$ cat src/sv/midi_track_event_parser_defines.svh
// Assertion macros shared by the track event parser modules.
`ifndef MIDI_TRACK_EVENT_PARSER_DEFINES_SVH
`define MIDI_TRACK_EVENT_PARSER_DEFINES_SVH
`ifndef SYNTHESIS
`define MTEP_ASSERT_IMP(label, clk, rst_n, ante, cons) \
  label: assert property (@(posedge clk) disable iff (!rst_n) (ante) |-> (cons)) \
    else $error("assertion failed");
`define MTEP_ASSERT_NEXT(label, clk, rst_n, ante, cons) \
  label: assert property (@(posedge clk) disable iff (!rst_n) (ante) |=> (cons)) \
    else $error("assertion failed");
`else
`define MTEP_ASSERT_IMP(label, clk, rst_n, ante, cons)
`define MTEP_ASSERT_NEXT(label, clk, rst_n, ante, cons)
`endif
`endif

$ cat src/sv/mtep_pkg.sv
// Package with the types and constants of the track event parser.
`default_nettype none
package mtep_pkg;
  localparam int unsigned DivWidth = 24;
  localparam logic [25:0] TempoNumerator = 26'd60500000;

  localparam logic [3:0] PH_DELAY    = 4'd0;
  localparam logic [3:0] PH_STATUS   = 4'd1;
  localparam logic [3:0] PH_ARG1     = 4'd2;
  localparam logic [3:0] PH_ARG2     = 4'd3;
  localparam logic [3:0] PH_SKIP     = 4'd4;
  localparam logic [3:0] PH_SYX_LEN  = 4'd5;
  localparam logic [3:0] PH_META_TY  = 4'd6;
  localparam logic [3:0] PH_META_LEN = 4'd7;
  localparam logic [3:0] PH_TEMPO    = 4'd8;

  localparam logic [2:0] EV_NOTE_OFF = 3'd0;
  localparam logic [2:0] EV_NOTE_ON  = 3'd1;
  localparam logic [2:0] EV_VOLUME   = 3'd2;
  localparam logic [2:0] EV_PAN      = 3'd3;
  localparam logic [2:0] EV_BEND     = 3'd4;
  localparam logic [2:0] EV_TEMPO    = 3'd5;
  localparam logic [2:0] EV_EOT      = 3'd6;
  localparam logic [2:0] EV_META     = 3'd7;

  localparam logic [2:0] ERR_NONE      = 3'd0;
  localparam logic [2:0] ERR_STATUS    = 3'd1;
  localparam logic [2:0] ERR_DELAY     = 3'd2;
  localparam logic [2:0] ERR_META_SIZE = 3'd3;
  localparam logic [2:0] ERR_TRUNC     = 3'd4;

  typedef struct packed {
    logic start;
    logic [DivWidth-1:0] divisor;
  } div_cmd_t;

  typedef struct packed {
    logic busy;
    logic done;
    logic [15:0] bpm;
  } div_sts_t;
endpackage
`default_nettype wire

$ cat src/sv/mtep_if.sv
// Valid/ready channel interfaces for the parser.
`default_nettype none
interface mtep_in_if;
  logic       valid;
  logic       ready;
  logic [7:0] data_byte;
  logic       chunk_end;
  modport source (output valid, data_byte, chunk_end, input ready);
  modport sink (input valid, data_byte, chunk_end, output ready);
endinterface

interface mtep_out_if;
  logic        valid;
  logic        ready;
  logic [2:0]  event_kind;
  logic [3:0]  channel;
  logic [31:0] delay_ticks;
  logic [15:0] first_arg;
  logic [7:0]  second_arg;
  logic [2:0]  error_code;
  modport source (output valid, event_kind, channel, delay_ticks, first_arg, second_arg,
                  error_code, input ready);
  modport sink (input valid, event_kind, channel, delay_ticks, first_arg, second_arg,
                error_code, output ready);
endinterface
`default_nettype wire

$ cat src/sv/midi_track_event_parser.sv
// A result is registered as its event's last byte is taken; a tempo's once divided.
// Throughput: one byte per cycle while the result register drains.
// A tempo event holds the input while the bit-serial tempo divider works.
// Reset (synchronous, active low) returns the parser to expecting a delay.
// Errors and end of track ignore bytes until the chunk's last byte.
`default_nettype none
module midi_track_event_parser (
  input wire logic   clk,
  input wire logic   rst_n,
  mtep_in_if.sink    in_ch,
  mtep_out_if.source out_ch
);
  mtep_pkg::div_cmd_t div_cmd;
  mtep_pkg::div_sts_t div_sts;

  mtep_parser u_parser (
    .clk(clk), .rst_n(rst_n), .in_ch(in_ch), .out_ch(out_ch),
    .div_cmd(div_cmd), .div_sts(div_sts)
  );

  mtep_divider u_divider (
    .clk(clk), .rst_n(rst_n), .cmd(div_cmd), .sts(div_sts)
  );
endmodule
`default_nettype wire

$ cat src/sv/mtep_divider.sv
// Restoring divider computing the clamped tempo in beats per minute.
`default_nettype none
`include "midi_track_event_parser_defines.svh"
module mtep_divider (
  input  wire logic             clk,
  input  wire logic             rst_n,
  input  wire mtep_pkg::div_cmd_t cmd,
  output mtep_pkg::div_sts_t    sts
);
  localparam int unsigned NumW = 26;
  localparam int unsigned RemW = mtep_pkg::DivWidth + 1;

  logic            busy_r, busy_nxt;
  logic            done_r, done_nxt;
  logic [4:0]      cnt_r, cnt_nxt;
  logic [NumW-1:0] quo_r, quo_nxt;
  logic [RemW-1:0] rem_r, rem_nxt;
  logic [mtep_pkg::DivWidth-1:0] dvs_r, dvs_nxt;
  logic [RemW-1:0] trial;

  always_comb begin
    busy_nxt = busy_r;
    done_nxt = 1'b0;
    cnt_nxt  = cnt_r;
    quo_nxt  = quo_r;
    rem_nxt  = rem_r;
    dvs_nxt  = dvs_r;
    trial    = {rem_r[RemW-2:0], quo_r[NumW-1]};
    if (cmd.start) begin
      busy_nxt = 1'b1;
      cnt_nxt  = 5'(NumW);
      quo_nxt  = mtep_pkg::TempoNumerator;
      rem_nxt  = '0;
      dvs_nxt  = cmd.divisor;
    end else if (busy_r) begin
      if (trial >= {1'b0, dvs_r}) begin
        rem_nxt = trial - {1'b0, dvs_r};
        quo_nxt = {quo_r[NumW-2:0], 1'b1};
      end else begin
        rem_nxt = trial;
        quo_nxt = {quo_r[NumW-2:0], 1'b0};
      end
      cnt_nxt = cnt_r - 5'd1;
      if (cnt_r == 5'd1) begin
        busy_nxt = 1'b0;
        done_nxt = 1'b1;
      end
    end
  end

  always_ff @(posedge clk) begin
    if (!rst_n) begin
      busy_r <= 1'b0;
      done_r <= 1'b0;
      cnt_r  <= '0;
    end else begin
      busy_r <= busy_nxt;
      done_r <= done_nxt;
      cnt_r  <= cnt_nxt;
    end
    quo_r <= quo_nxt;
    rem_r <= rem_nxt;
    dvs_r <= dvs_nxt;
  end

  // A zero divisor yields an all-ones quotient, which also clamps.
  assign sts.busy = busy_r;
  assign sts.done = done_r;
  assign sts.bpm  = (quo_r[NumW-1:16] != '0) ? 16'hFFFF : quo_r[15:0];

  `MTEP_ASSERT_NEXT(a_div_done, clk, rst_n, busy_r && cnt_r == 5'd1 && !cmd.start, done_r)
  `MTEP_ASSERT_IMP(a_div_excl, clk, rst_n, done_r, !busy_r)
  `MTEP_ASSERT_IMP(a_div_start, clk, rst_n, cmd.start, !busy_r)
endmodule
`default_nettype wire

$ cat src/sv/mtep_parser.sv
// Byte parser state machine with its field registers and result register.
`default_nettype none
`include "midi_track_event_parser_defines.svh"
module mtep_parser (
  input  wire logic              clk,
  input  wire logic              rst_n,
  mtep_in_if.sink                in_ch,
  mtep_out_if.source             out_ch,
  output mtep_pkg::div_cmd_t     div_cmd,
  input  wire mtep_pkg::div_sts_t div_sts
);
  logic [3:0]  phase_r, phase_nxt;
  logic [31:0] vlq_r, vlq_nxt;
  logic [2:0]  vcnt_r, vcnt_nxt;
  logic [31:0] delay_r, delay_nxt;
  logic [7:0]  status_r, status_nxt;
  logic [7:0]  mtype_r, mtype_nxt;
  logic [31:0] skip_r, skip_nxt;
  logic [23:0] pay_r, pay_nxt;
  logic [1:0]  pidx_r, pidx_nxt;
  logic        halt_r, halt_nxt;
  logic        wait_r, wait_nxt;
  logic [31:0] wdelay_r, wdelay_nxt;

  logic        ov_r, ov_nxt;
  logic [2:0]  okind_r, okind_nxt;
  logic [3:0]  och_r, och_nxt;
  logic [31:0] odly_r, odly_nxt;
  logic [15:0] oa1_r, oa1_nxt;
  logic [7:0]  oa2_r, oa2_nxt;
  logic [2:0]  oerr_r, oerr_nxt;

  logic        acc, res, vlq_done, vlq_err, is_meta_unh;
  logic [31:0] vlq_val;
  logic [7:0]  b;
  logic [3:0]  hi;
  logic [31:0] skip_dec;

  assign b            = in_ch.data_byte;
  assign hi           = status_r[7:4];
  assign in_ch.ready  = !wait_r && !(ov_r && !out_ch.ready);
  assign acc          = in_ch.valid && in_ch.ready;
  assign vlq_err      = vcnt_r >= 3'd5;
  assign vlq_val      = {vlq_r[24:0], b[6:0]};
  assign vlq_done     = !vlq_err && !b[7];
  assign is_meta_unh  = status_r == 8'hFF && mtype_r != 8'h03;
  assign skip_dec     = skip_r - 32'd1;

  always_comb begin
    phase_nxt = phase_r; vlq_nxt = vlq_r; vcnt_nxt = vcnt_r; delay_nxt = delay_r;
    status_nxt = status_r; mtype_nxt = mtype_r; skip_nxt = skip_r; pay_nxt = pay_r;
    pidx_nxt = pidx_r; halt_nxt = halt_r; wait_nxt = wait_r; wdelay_nxt = wdelay_r;
    ov_nxt = ov_r && !out_ch.ready;
    okind_nxt = okind_r; och_nxt = och_r; odly_nxt = odly_r;
    oa1_nxt = oa1_r; oa2_nxt = oa2_r; oerr_nxt = oerr_r;
    res = 1'b0;
    div_cmd.start = 1'b0;
    div_cmd.divisor = pay_r;
    if (div_sts.done) begin
      ov_nxt = 1'b1; okind_nxt = mtep_pkg::EV_TEMPO; och_nxt = '0;
      odly_nxt = wdelay_r; oa1_nxt = div_sts.bpm; oa2_nxt = '0;
      oerr_nxt = mtep_pkg::ERR_NONE; wait_nxt = 1'b0;
    end
    if (acc) begin
      if (!halt_r) begin
        case (phase_r)
          mtep_pkg::PH_DELAY, mtep_pkg::PH_SYX_LEN, mtep_pkg::PH_META_LEN: begin
            if (vlq_err) begin
              res = 1'b1; halt_nxt = 1'b1;
              okind_nxt = '0; och_nxt = '0; odly_nxt = '0; oa1_nxt = '0; oa2_nxt = '0;
              oerr_nxt = mtep_pkg::ERR_DELAY;
            end else begin
              vlq_nxt = vlq_val; vcnt_nxt = vcnt_r + 3'd1;
              if (vlq_done) begin
                vlq_nxt = '0; vcnt_nxt = '0;
                if (phase_r == mtep_pkg::PH_DELAY) begin
                  delay_nxt = vlq_val; phase_nxt = mtep_pkg::PH_STATUS;
                end else if (phase_r == mtep_pkg::PH_META_LEN && mtype_r == 8'h2F) begin
                  res = 1'b1; halt_nxt = 1'b1;
                  okind_nxt = '0; och_nxt = '0; odly_nxt = '0; oa1_nxt = '0; oa2_nxt = '0;
                  if (vlq_val != '0) begin
                    oerr_nxt = mtep_pkg::ERR_META_SIZE;
                  end else begin
                    okind_nxt = mtep_pkg::EV_EOT; odly_nxt = delay_r;
                    oerr_nxt = mtep_pkg::ERR_NONE;
                  end
                end else if (phase_r == mtep_pkg::PH_META_LEN && mtype_r == 8'h51) begin
                  if (vlq_val != 32'd3) begin
                    res = 1'b1; halt_nxt = 1'b1;
                    okind_nxt = '0; och_nxt = '0; odly_nxt = '0; oa1_nxt = '0;
                    oa2_nxt = '0; oerr_nxt = mtep_pkg::ERR_META_SIZE;
                  end else begin
                    pay_nxt = '0; pidx_nxt = '0; phase_nxt = mtep_pkg::PH_TEMPO;
                  end
                end else begin
                  skip_nxt = vlq_val;
                  if (vlq_val == '0) begin
                    phase_nxt = mtep_pkg::PH_DELAY;
                    if (is_meta_unh) begin
                      res = 1'b1; okind_nxt = mtep_pkg::EV_META; och_nxt = '0;
                      odly_nxt = delay_r; oa1_nxt = '0; oa2_nxt = '0;
                      oerr_nxt = mtep_pkg::ERR_NONE;
                    end
                  end else begin
                    phase_nxt = mtep_pkg::PH_SKIP;
                  end
                end
              end
            end
          end
          mtep_pkg::PH_STATUS: begin
            status_nxt = b; pidx_nxt = '0; pay_nxt = '0;
            if (b[7:4] == 4'h8 || b[7:4] == 4'h9 || b[7:4] == 4'hB || b[7:4] == 4'hE) begin
              phase_nxt = mtep_pkg::PH_ARG1;
            end else if (b[7:4] == 4'hA) begin
              skip_nxt = 32'd2; phase_nxt = mtep_pkg::PH_SKIP;
            end else if (b[7:4] == 4'hC || b[7:4] == 4'hD) begin
              skip_nxt = 32'd1; phase_nxt = mtep_pkg::PH_SKIP;
            end else if (b == 8'hF0 || b == 8'hF7) begin
              phase_nxt = mtep_pkg::PH_SYX_LEN;
            end else if (b == 8'hFF) begin
              phase_nxt = mtep_pkg::PH_META_TY;
            end else begin
              res = 1'b1; halt_nxt = 1'b1;
              okind_nxt = '0; och_nxt = '0; odly_nxt = '0; oa1_nxt = '0; oa2_nxt = '0;
              oerr_nxt = mtep_pkg::ERR_STATUS;
            end
          end
          mtep_pkg::PH_ARG1: begin
            pay_nxt = {16'd0, b}; phase_nxt = mtep_pkg::PH_ARG2;
          end
          mtep_pkg::PH_ARG2: begin
            phase_nxt = mtep_pkg::PH_DELAY;
            och_nxt = status_r[3:0]; odly_nxt = delay_r; oa2_nxt = '0;
            oerr_nxt = mtep_pkg::ERR_NONE;
            if (hi == 4'h8 || hi == 4'h9) begin
              res = 1'b1;
              okind_nxt = (hi == 4'h8) ? mtep_pkg::EV_NOTE_OFF : mtep_pkg::EV_NOTE_ON;
              oa1_nxt = {8'd0, pay_r[7:0]}; oa2_nxt = b;
            end else if (hi == 4'hE) begin
              res = 1'b1; okind_nxt = mtep_pkg::EV_BEND;
              oa1_nxt = {2'd0, b[6:0], pay_r[6:0]};
            end else if (pay_r[7:0] == 8'h07 || pay_r[7:0] == 8'h0A) begin
              res = 1'b1;
              okind_nxt = (pay_r[7:0] == 8'h07) ? mtep_pkg::EV_VOLUME : mtep_pkg::EV_PAN;
              oa1_nxt = {8'd0, b};
            end
          end
          mtep_pkg::PH_SKIP: begin
            skip_nxt = skip_dec;
            if (skip_dec == '0) begin
              phase_nxt = mtep_pkg::PH_DELAY;
              if (is_meta_unh) begin
                res = 1'b1; okind_nxt = mtep_pkg::EV_META; och_nxt = '0;
                odly_nxt = delay_r; oa1_nxt = '0; oa2_nxt = '0;
                oerr_nxt = mtep_pkg::ERR_NONE;
              end
            end
          end
          mtep_pkg::PH_META_TY: begin
            mtype_nxt = b; phase_nxt = mtep_pkg::PH_META_LEN;
          end
          mtep_pkg::PH_TEMPO: begin
            pay_nxt = {pay_r[15:0], b}; pidx_nxt = pidx_r + 2'd1;
            if (pidx_r == 2'd2) begin
              phase_nxt = mtep_pkg::PH_DELAY;
              // The tempo request finishes once the divider is done.
              div_cmd.start = 1'b1; div_cmd.divisor = {pay_r[15:0], b};
              wait_nxt = 1'b1; wdelay_nxt = delay_r;
              res = 1'b1;
            end
          end
          default: phase_nxt = mtep_pkg::PH_DELAY;
        endcase
      end
      if (in_ch.chunk_end) begin
        if (!halt_nxt && !res && !(phase_nxt == mtep_pkg::PH_DELAY && vcnt_nxt == '0)) begin
          res = 1'b1;
          okind_nxt = '0; och_nxt = '0; odly_nxt = '0; oa1_nxt = '0; oa2_nxt = '0;
          oerr_nxt = mtep_pkg::ERR_TRUNC;
        end
        phase_nxt = mtep_pkg::PH_DELAY; vlq_nxt = '0; vcnt_nxt = '0; delay_nxt = '0;
        status_nxt = '0; mtype_nxt = '0; skip_nxt = '0; pay_nxt = '0; pidx_nxt = '0;
        halt_nxt = 1'b0;
      end
      if (res && !div_cmd.start) ov_nxt = 1'b1;
    end
  end

  always_ff @(posedge clk) begin
    if (!rst_n) begin
      phase_r <= mtep_pkg::PH_DELAY; vlq_r <= '0; vcnt_r <= '0; delay_r <= '0;
      status_r <= '0; mtype_r <= '0; skip_r <= '0; pay_r <= '0; pidx_r <= '0;
      halt_r <= 1'b0; wait_r <= 1'b0; ov_r <= 1'b0;
    end else begin
      phase_r <= phase_nxt; vlq_r <= vlq_nxt; vcnt_r <= vcnt_nxt; delay_r <= delay_nxt;
      status_r <= status_nxt; mtype_r <= mtype_nxt; skip_r <= skip_nxt; pay_r <= pay_nxt;
      pidx_r <= pidx_nxt; halt_r <= halt_nxt; wait_r <= wait_nxt; ov_r <= ov_nxt;
    end
    wdelay_r <= wdelay_nxt;
    okind_r <= okind_nxt; och_r <= och_nxt; odly_r <= odly_nxt;
    oa1_r <= oa1_nxt; oa2_r <= oa2_nxt; oerr_r <= oerr_nxt;
  end

  assign out_ch.valid       = ov_r;
  assign out_ch.event_kind  = okind_r;
  assign out_ch.channel     = och_r;
  assign out_ch.delay_ticks = odly_r;
  assign out_ch.first_arg   = oa1_r;
  assign out_ch.second_arg  = oa2_r;
  assign out_ch.error_code  = oerr_r;

  `MTEP_ASSERT_IMP(a_wait_div, clk, rst_n, wait_r && !div_sts.done, div_sts.busy)
  `MTEP_ASSERT_IMP(a_done_free, clk, rst_n, div_sts.done, !ov_r)
  `MTEP_ASSERT_NEXT(a_start_wait, clk, rst_n, div_cmd.start, wait_r)
endmodule
`default_nettype wire
$ cat src/flat_wrapper.sv
// flat-port wrapper written by rule: the top's interface ports become plain ports
module midi_track_event_parser_flat 
  (clk, rst_n, in_ch_valid, in_ch_data_byte, in_ch_chunk_end, in_ch_ready, out_ch_valid, out_ch_event_kind, out_ch_channel, out_ch_delay_ticks, out_ch_first_arg, out_ch_second_arg, out_ch_error_code, out_ch_ready);
  mtep_in_if in_ch_i ();
  mtep_out_if out_ch_i ();
  input wire logic clk;
  input wire logic rst_n;
  input wire logic [$bits(in_ch_i.valid)-1:0] in_ch_valid;
  input wire logic [$bits(in_ch_i.data_byte)-1:0] in_ch_data_byte;
  input wire logic [$bits(in_ch_i.chunk_end)-1:0] in_ch_chunk_end;
  output wire logic [$bits(in_ch_i.ready)-1:0] in_ch_ready;
  output wire logic [$bits(out_ch_i.valid)-1:0] out_ch_valid;
  output wire logic [$bits(out_ch_i.event_kind)-1:0] out_ch_event_kind;
  output wire logic [$bits(out_ch_i.channel)-1:0] out_ch_channel;
  output wire logic [$bits(out_ch_i.delay_ticks)-1:0] out_ch_delay_ticks;
  output wire logic [$bits(out_ch_i.first_arg)-1:0] out_ch_first_arg;
  output wire logic [$bits(out_ch_i.second_arg)-1:0] out_ch_second_arg;
  output wire logic [$bits(out_ch_i.error_code)-1:0] out_ch_error_code;
  input wire logic [$bits(out_ch_i.ready)-1:0] out_ch_ready;
  assign in_ch_i.valid = in_ch_valid;
  assign in_ch_i.data_byte = in_ch_data_byte;
  assign in_ch_i.chunk_end = in_ch_chunk_end;
  assign in_ch_ready = in_ch_i.ready;
  assign out_ch_valid = out_ch_i.valid;
  assign out_ch_event_kind = out_ch_i.event_kind;
  assign out_ch_channel = out_ch_i.channel;
  assign out_ch_delay_ticks = out_ch_i.delay_ticks;
  assign out_ch_first_arg = out_ch_i.first_arg;
  assign out_ch_second_arg = out_ch_i.second_arg;
  assign out_ch_error_code = out_ch_i.error_code;
  assign out_ch_i.ready = out_ch_ready;
  midi_track_event_parser u_core (.clk(clk), .rst_n(rst_n), .in_ch(in_ch_i), .out_ch(out_ch_i));
endmodule
$ cat config.mk
export PLATFORM = sky130hd
export DESIGN_NAME = midi_track_event_parser_flat
export DESIGN_NICKNAME = d
export VERILOG_FILES = /design/src/sv/mtep_pkg.sv /design/src/sv/mtep_if.sv /design/src/sv/midi_track_event_parser.sv /design/src/sv/mtep_divider.sv /design/src/sv/mtep_parser.sv /design/src/flat_wrapper.sv
export VERILOG_INCLUDE_DIRS = /design/src /design/src/sv
export SDC_FILE = /design/constraint.sdc
export NUM_CORES = 1
export LEC_CHECK = 0
export ABC_AREA = 0
export BUFFER_PORTS_ARGS = -buffer_cell sky130_fd_sc_hd__buf_2
export CORE_ASPECT_RATIO = 1.25
export CORE_MARGIN = 2
export CORE_UTILIZATION = 40
export CTS_CLUSTER_DIAMETER = 30
export CTS_CLUSTER_SIZE = 14
export DETAILED_ROUTE_END_ITERATION = 6
export GPL_TIMING_DRIVEN = 0
export PLACE_DENSITY = 0.66
export SYNTH_ARGS = -nofsm -noshare
export SYNTH_HDL_FRONTEND = slang
export SYNTH_SLANG_ARGS = --single-unit
$ cat constraint.sdc
create_clock -name clk -period 4.8 [get_ports clk]
set_input_delay 0.24 -clock clk [delete_from_list [all_inputs] [get_ports clk]]
set_output_delay 0.24 -clock clk [all_outputs]
set_load 0.02 [all_outputs]
### Yosys cells after proc, flatten, opt, wreduce, memory -nomap -nowiden

Cells that the tools add are included.

| storage, ports and cells | value |
|---|---|
| word-level logic and storage cells | 388 |
| bits of input ports | 13 |
| output and inout bits | 68 |
| bits in registers | 320 |

| cells by class | value |
|---|---|
| add/sub/neg operators | 5 |
| muxes and demuxes | 257 |
| bitwise operators | 3 |
| order comparisons | 2 |
| reductions and logical operators | 54 |
| equal/unequal tests | 41 |

Operators by type and width:

| kind | count |
|---|---|
| 32-bit two-way mux | 36 |
| 16-bit two-way mux | 23 |
| 25-bit two-way mux | 10 |
| 24-bit two-way mux | 9 |
| 8-bit two-way mux | 26 |
| 3-bit two-way mux | 49 |
| 4-bit two-way mux | 35 |
| 32-bit one-hot mux with 4 select lines | 1 |
| 24-bit one-hot mux with 4 select lines | 1 |
| 32-bit one-hot mux with 3 select lines | 1 |
| 32-bit logical NOT | 2 |
| 16-bit one-hot mux with 4 select lines | 1 |
| 1-bit two-way mux | 46 |
| 4-bit == test, second input constant | 11 |
| 8-bit == test, second input constant | 4 |
| 32-bit by 2-bit inequality test with 1-bit output, second input constant | 1 |
| 8-bit one-hot mux with 4 select lines | 1 |
| 32-bit nonzero test | 1 |
| 32-bit by 1-bit subtractor with 32-bit output, second input constant | 1 |
| 25-bit by 24-bit >= comparator with 1-bit output | 1 |
| 3-bit inequality test, second input constant | 8 |
| 3-bit one-hot mux with 4 select lines | 2 |
| 4-bit one-hot mux with 6 select lines | 1 |
| 24-bit subtractor | 1 |
| 39 further kinds | 90 |

### Longest topological paths before layout

| logic depth | value |
|---|---|
| depth in word-level cells | 21 |
| gate-level depth with buffers | 15 |

### Hierarchy

From an unflattened synthesis, not the netlist that was laid out.

| second synthesis, totals | value |
|---|---|
| cell total of the unflattened synthesis | 1953 |
| area total of the unflattened synthesis | 17007.6 um2 |

Modules (own cells, without submodules):

| module | seq. area each (um2) | cells an instance | instances | area an instance (um2) |
|---|---|---|---|---|
| mtep_parser | 5104.9 | 1451 | 1 | 12480.7 |
| mtep_divider | 1861.8 | 502 | 1 | 4526.8 |

### Worst setup path after synthesis

No wires, ideal clock.

| timing path | value |
|---|---|
| kind | register to register |
| from | register u_core.u_parser.ov_r, in the netlist u_core.u_parser.out_ch.valid |
| to | register u_core.u_parser.wdelay_r[0], enable pin |
| period minus slack after synthesis | 4012 ps |
| library setup time | 461 ps |
| path slack | 788 ps |
| data required time | 4339 ps |
| buffers on the path | 1 |
| arrival time | 3551 ps |
| stages on the path, launching flop included | 6 |
| path through | dfxtp_1 -> nor2b_1 -> nor2_1 -> nand2_1 -> clkbuf_1 -> nor3_1 |

| between the ends | value |
|---|---|
| longest elaborated chain between the ends | 5 |

RTL lines:

| element | line | text |
|---|---|---|
| start, declared | mtep_parser.sv:25 | `logic ov_r, ov_nxt;` |
| start signal, assigned | mtep_parser.sv:198 | `pidx_r <= pidx_nxt; halt_r <= halt_nxt; wait_r <= wait_nxt; ov_r <= ov_nxt;` |
| 1-bit logical AND | mtep_parser.sv:41 | `assign in_ch.ready = !wait_r && !(ov_r && !out_ch.ready);` |
| 1-bit logical NOT | mtep_parser.sv:41 |  |
| 1-bit logical AND | mtep_parser.sv:41 |  |
| named net in_ch_ready | flat_wrapper.sv:11 | `output wire logic [$bits(in_ch_i.ready)-1:0] in_ch_ready;` |
| 1-bit logical AND | mtep_parser.sv:42 | `assign acc = in_ch.valid && in_ch.ready;` |
| 4-bit AND reduction (no line) | n/a |  |
| end signal, assigned | mtep_parser.sv:200 | `wdelay_r <= wdelay_nxt;` |
| end, declared | mtep_parser.sv:23 | `logic [31:0] wdelay_r, wdelay_nxt;` |

The timed path passes the listed nets, and every way through them passes these cells.
A chain may end at the register's enable or synchronous reset.

### Worst setup path in the final report

| timing path | value |
|---|---|
| from | register u_core.u_parser.skip_r[10] |
| to | register u_core.u_parser.odly_r[21], in the netlist u_core.u_parser.out_ch.delay_ticks[21] |

| between the ends | value |
|---|---|
| longest elaborated chain between the ends | 13 |

RTL lines:

| element | line | text |
|---|---|---|
| start, declared | mtep_parser.sv:18 | `logic [31:0] skip_r, skip_nxt;` |
| start signal, assigned | mtep_parser.sv:197 | `status_r <= status_nxt; mtype_r <= mtype_nxt; skip_r <= skip_nxt; pay_r <= pay_nxt;` |
| 32-bit by 1-bit subtractor with 32-bit output (*) | mtep_parser.sv:47 | `assign skip_dec = skip_r - 32'd1;` |
| 32-bit logical NOT (*) | mtep_parser.sv:151 | `if (skip_dec == '0) begin` |
| 4-bit two-way mux | mtep_parser.sv:151 |  |
| 4-bit one-hot mux with 6 select lines | mtep_parser.sv:66 | `case (phase_r)` |
| 4-bit two-way mux | mtep_parser.sv:65 | `if (!halt_r) begin` |
| 4-bit two-way mux | mtep_parser.sv:64 | `if (acc) begin` |
| 4-bit logical NOT | mtep_parser.sv:177 | `if (!halt_nxt && !res && !(phase_nxt == mtep_pkg::PH_DELAY && vcnt_nxt == '0)) begin` |
| 1-bit logical AND | mtep_parser.sv:177 |  |
| 1-bit logical NOT | mtep_parser.sv:177 |  |
| 1-bit logical AND | mtep_parser.sv:177 |  |
| 32-bit two-way mux | mtep_parser.sv:177 |  |
| 32-bit two-way mux (*) | mtep_parser.sv:176 | `if (in_ch.chunk_end) begin` |
| 32-bit two-way mux (*) | mtep_parser.sv:64 |  |
| named net u_core.u_parser.odly_nxt[21] | mtep_parser.sv:28 | `logic [31:0] odly_r, odly_nxt;` |
| end signal, assigned | mtep_parser.sv:201 | `okind_r <= okind_nxt; och_r <= och_nxt; odly_r <= odly_nxt;` |
| end, declared | mtep_parser.sv:28 |  |

The timed path passes the listed nets; every way through them passes the cells marked *. The select of a mux whose other input is x is not followed.

==> summary.txt <==
Logic synthesis
  – Main flop type after synthesis: dfxtp_1
  – EDFF count, synth: between 50 and 60
  – Post-synth ARST share: 0%
  – Syn Nets: ~1,900
  – Synth area leader: dfxtp_1
  – Largest cells by area after synthesis: dfxtp_1 (32%), edfxtp_1 (10%), mux2i_1 (5.6%)
  – Unique masters post-synth: 79
  – Yosys warns: 0
  – Cell area after synthesis: around 0.016 sq mm
  – Mean area per synthesized cell: approximately 8.6 sq um
  – Synth top area share: around 32%
  – #FFs+latches synth: 320
  – Gate Count Post-Synth: between 1,500 and 2,000
  – Sequential area share after synthesis: between 40% and 50%

Place
  – IO buf count: 74
  – Hpwl dp: slightly below 40 mm
  – Placer congestion estimate: 0.973

Global routing
  – Vias in the first global route: ~15,000
  – Antenna violations before repair: 0
  – First-pass GRT wire length: slightly above 80 mm
  – Largest net degree at the start of global routing: 15
  – Total gr overflow: 0
  – GRT Overall Usage: 24.9%

Power and ir drop
  – Pwr Total: ~9 mW
  – Static Leak: between 7 and 8 nW
  – Peak VDD IR: 0.310 mV
  – Power Dens Cells: about 450 mW/mm^2

Setup path
  – CP most frequent cell: or4_4
  – Setup slack, reg-to-reg: around 0.23 ns
  – CP Launch Type: register
  – Critical Path Start: u_core.u_parser.skip_r[10]$_SDFFE_PN0P_
  – Worst reg2reg startpoint: u_core.u_parser.skip_r[10]$_SDFFE_PN0P_
  – Worst path cell trace: clkbuf_1 -> or4_4 -> or4_4 -> or4_4 -> nor2_1 -> xor2_2 -> o31ai_1 -> a21oi_1 -> o2111ai_1 -> o311a_1 -> buf_2 -> o2bb2ai_1
  – Critical Path Fanout Max: 10
  – CP max-delay cell: or4_4
  – WS Path Type: register to register
  – Arrival @ worst endpoint: ~5.1 ns
  – Worst path max stage delay: around 0.6 ns
  – Critical Path End Type: register
  – Critical path required time: ~5.3 ns

Timing
  – Worst slew pin tran: 0.892 ns
  – Count of final setup violators: 0
  – RSZ-0062 raised after global routing: no
  – Clock skew: between 0.03 and 0.04 ns
  – Final Cycle Share: a little over nine tenths
  – Rel. slew slack: around two fifths
  – Slew Limit Fails: 0
  – Time the worst path needs with I/O delays and setup: 4.57 ns
  – Final hold violations: 0
  – Hold Slack: about 0.26 ns
  – Maximum clock frequency: 0.219 GHz

CTS
  – Post-CTS Setup Repair Bufs: 0
  – CTS Buf Count: 73
  – Clk sinks: 320
  – H-tree depth: 3
  – Reg clk slew, reported paths: approximately 0.050 ns
  – Worst skew pair latency: 0.61 ns
  – CTS tree: yes
  – Clk root buf: clkbuf_16
  – Buffer levels on the longest clock path: 3

Layout
  – Commonest non-fill, non-tap cells in the layout: dfxtp_1 (264), nand2_1 (217), a21oi_1 (143)
  – Share of layout cells above drive strength 1: a little under an eighth
  – Layout Nets: between 2,000 and 2,500
  – Layout area overhead: 23.1%
  – Commonest non-fill, non-tap cell in the layout: dfxtp_1

Job
  – Max Cap Viol: 0

Drt
  – Drt initial violations: 1,126
  – Drt first pass iters: 6
  – Routed wire length per instance: ~20 um
  – Final ANT Viol Nets: 0
  – DRC errors left: 0
  – Vias: approximately 15,000
  – Via density: ~5.6
  – Final WL: ~53 mm

Die
  – CORE AREA: just over 0.04 sq mm
  – Die Height: about 230 um
  – Die area: roughly 0.043 sq mm
  – Starting Density: between 40% and 50%
  – Cell row count: 82
  – I/O pin count: just over 80
  – Die Span X: 185 um

Worst hold path
  – Hold Crit Class: input pin to register
  – HP Start: rst_n

Run status
  – Status: finished clean
[state kept, by name, summed over array words and instances (netlist names), 25 cells and up]
name / count
u_core.u_divider.quo_r: 26
u_core.u_parser.delay_r: 32
u_core.u_parser.out_ch.delay_ticks: 32
u_core.u_parser.skip_r: 32
u_core.u_parser.vlq_r: 25
u_core.u_parser.wdelay_r: 32
[layer usage]
metal | up-vias | global-route usage, % | share of wire, % | wire [um]
met5 | - | 0 | 0 | 0
met4 | 0 | 15.6 | 5.9 | 3130
met3 | 189 | 4.89 | 4.8 | 2530
met2 | 529 | 43.3 | 50 | 26300
met1 | 7082 | 27.7 | 40 | 21200
li1 | 7153 | - | - | -
[synthesized netlist by cell type (12+ instances only)]
| cell type | number |
|---|---|
| a211oi_1 | 13 |
| a21boi_0 | 51 |
| a21o_1 | 12 |
| a21oi_1 | 143 |
| a22oi_1 | 28 |
| a31oi_1 | 15 |
| and3_1 | 12 |
| clkbuf_1 | 117 |
| dfxtp_1 | 264 |
| edfxtp_1 | 56 |
| ha_1 | 31 |
| inv_1 | 60 |
| mux2i_1 | 92 |
| nand2_1 | 217 |
| nand3_1 | 65 |
| nand4_1 | 15 |
| nor2_1 | 127 |
| nor2b_1 | 113 |
| nor3_1 | 69 |
| nor3b_1 | 25 |
| nor4_1 | 20 |
| o211ai_1 | 12 |
| o21ai_0 | 59 |
| o22ai_1 | 24 |
| o2bb2ai_1 | 33 |
| or3_1 | 19 |
| xnor2_1 | 27 |
| xor2_1 | 16 |
[path summary, 6_finish.rpt]
kind | cells past startpoint | end
worst min-delay path | 2 | u_core.u_parser.vlq_r[1]$_SDFFE_PN0P_
worst min register to register | 2 | u_core.u_parser.out_ch.second_arg[4]$_DFF_P_
worst max register to register | 12 | u_core.u_parser.out_ch.delay_ticks[21]$_DFF_P_
worst max-delay path | 12 | u_core.u_parser.out_ch.delay_ticks[21]$_DFF_P_
[power by group]
group | switching (mW) | internal [mW] | leakage [nW]
registers | 0.0749 | 2.81 | 2.66
clock network | 1.75 | 3.53 | 1.29
logic | 0.537 | 0.317 | 3.65
[metrics by stage]
step	util (%)	instances	setup slack, ns	instance area [sq um]	TNS [ns]
floorplan	-	1896	0.788	16400	0
global placement	43.3	2516	-0.949	17400	-30.23
detailed placement	43.5	2520	0.320	17500	0
CTS	50.1	2655	0.306	20100	0
global route	50.1	2656	0.0571	20100	0
finish	50.1	2657	0.225	20100	0
[what timing repair did]
action | 4_1_cts | 5_1_grt
setup endpoints to repair | 0 | 6
hold endpoints to repair | 1 | 0
gates resized for setup | 0 | 1
hold buffers | 1 | 0
[critical path: cells and delay by family, from the launching register on]
kind / cells / cell delay (ns)
simple gates: 4 / 1.89
buf+inv: 2 / 0.53
xor+xnor: 1 / 0.16
flops: 1 / 0.29
compound gates: 5 / 1.64
[cells by family (layout without fill, tap and decap cells)]
| logic type | after synthesis | count (layout) | share of synthesized area, % |
|---|---|---|---|
| AOI/OAI and AO/OA | 476 | 476 | 19.5 |
| muxes | 93 | 93 | 5.70 |
| and+or+nand+nor | 735 | 735 | 22.6 |
| xor gates and xnor gates | 44 | 44 | 2.40 |
| adders and majority gates | 32 | 32 | 2.49 |
| buffers and inverters | 196 | 410 | 4.76 |
| DFF | 320 | 320 | 42.6 |
| other | 0 | 1 | 0 |
[cell type report]
cell class                 instances  area [sq um]
antenna                            1          2.50
buffer                           136           554
clock buffer                      83          1960
clock inverter                    51           686
fill                            3841         20100
inverter                          60           225
multi-input combinational       1380          8640
sequential                       320          6970
tap                              546           683
timing repair buffer              80           434
(Power assumes the default switching activity.)
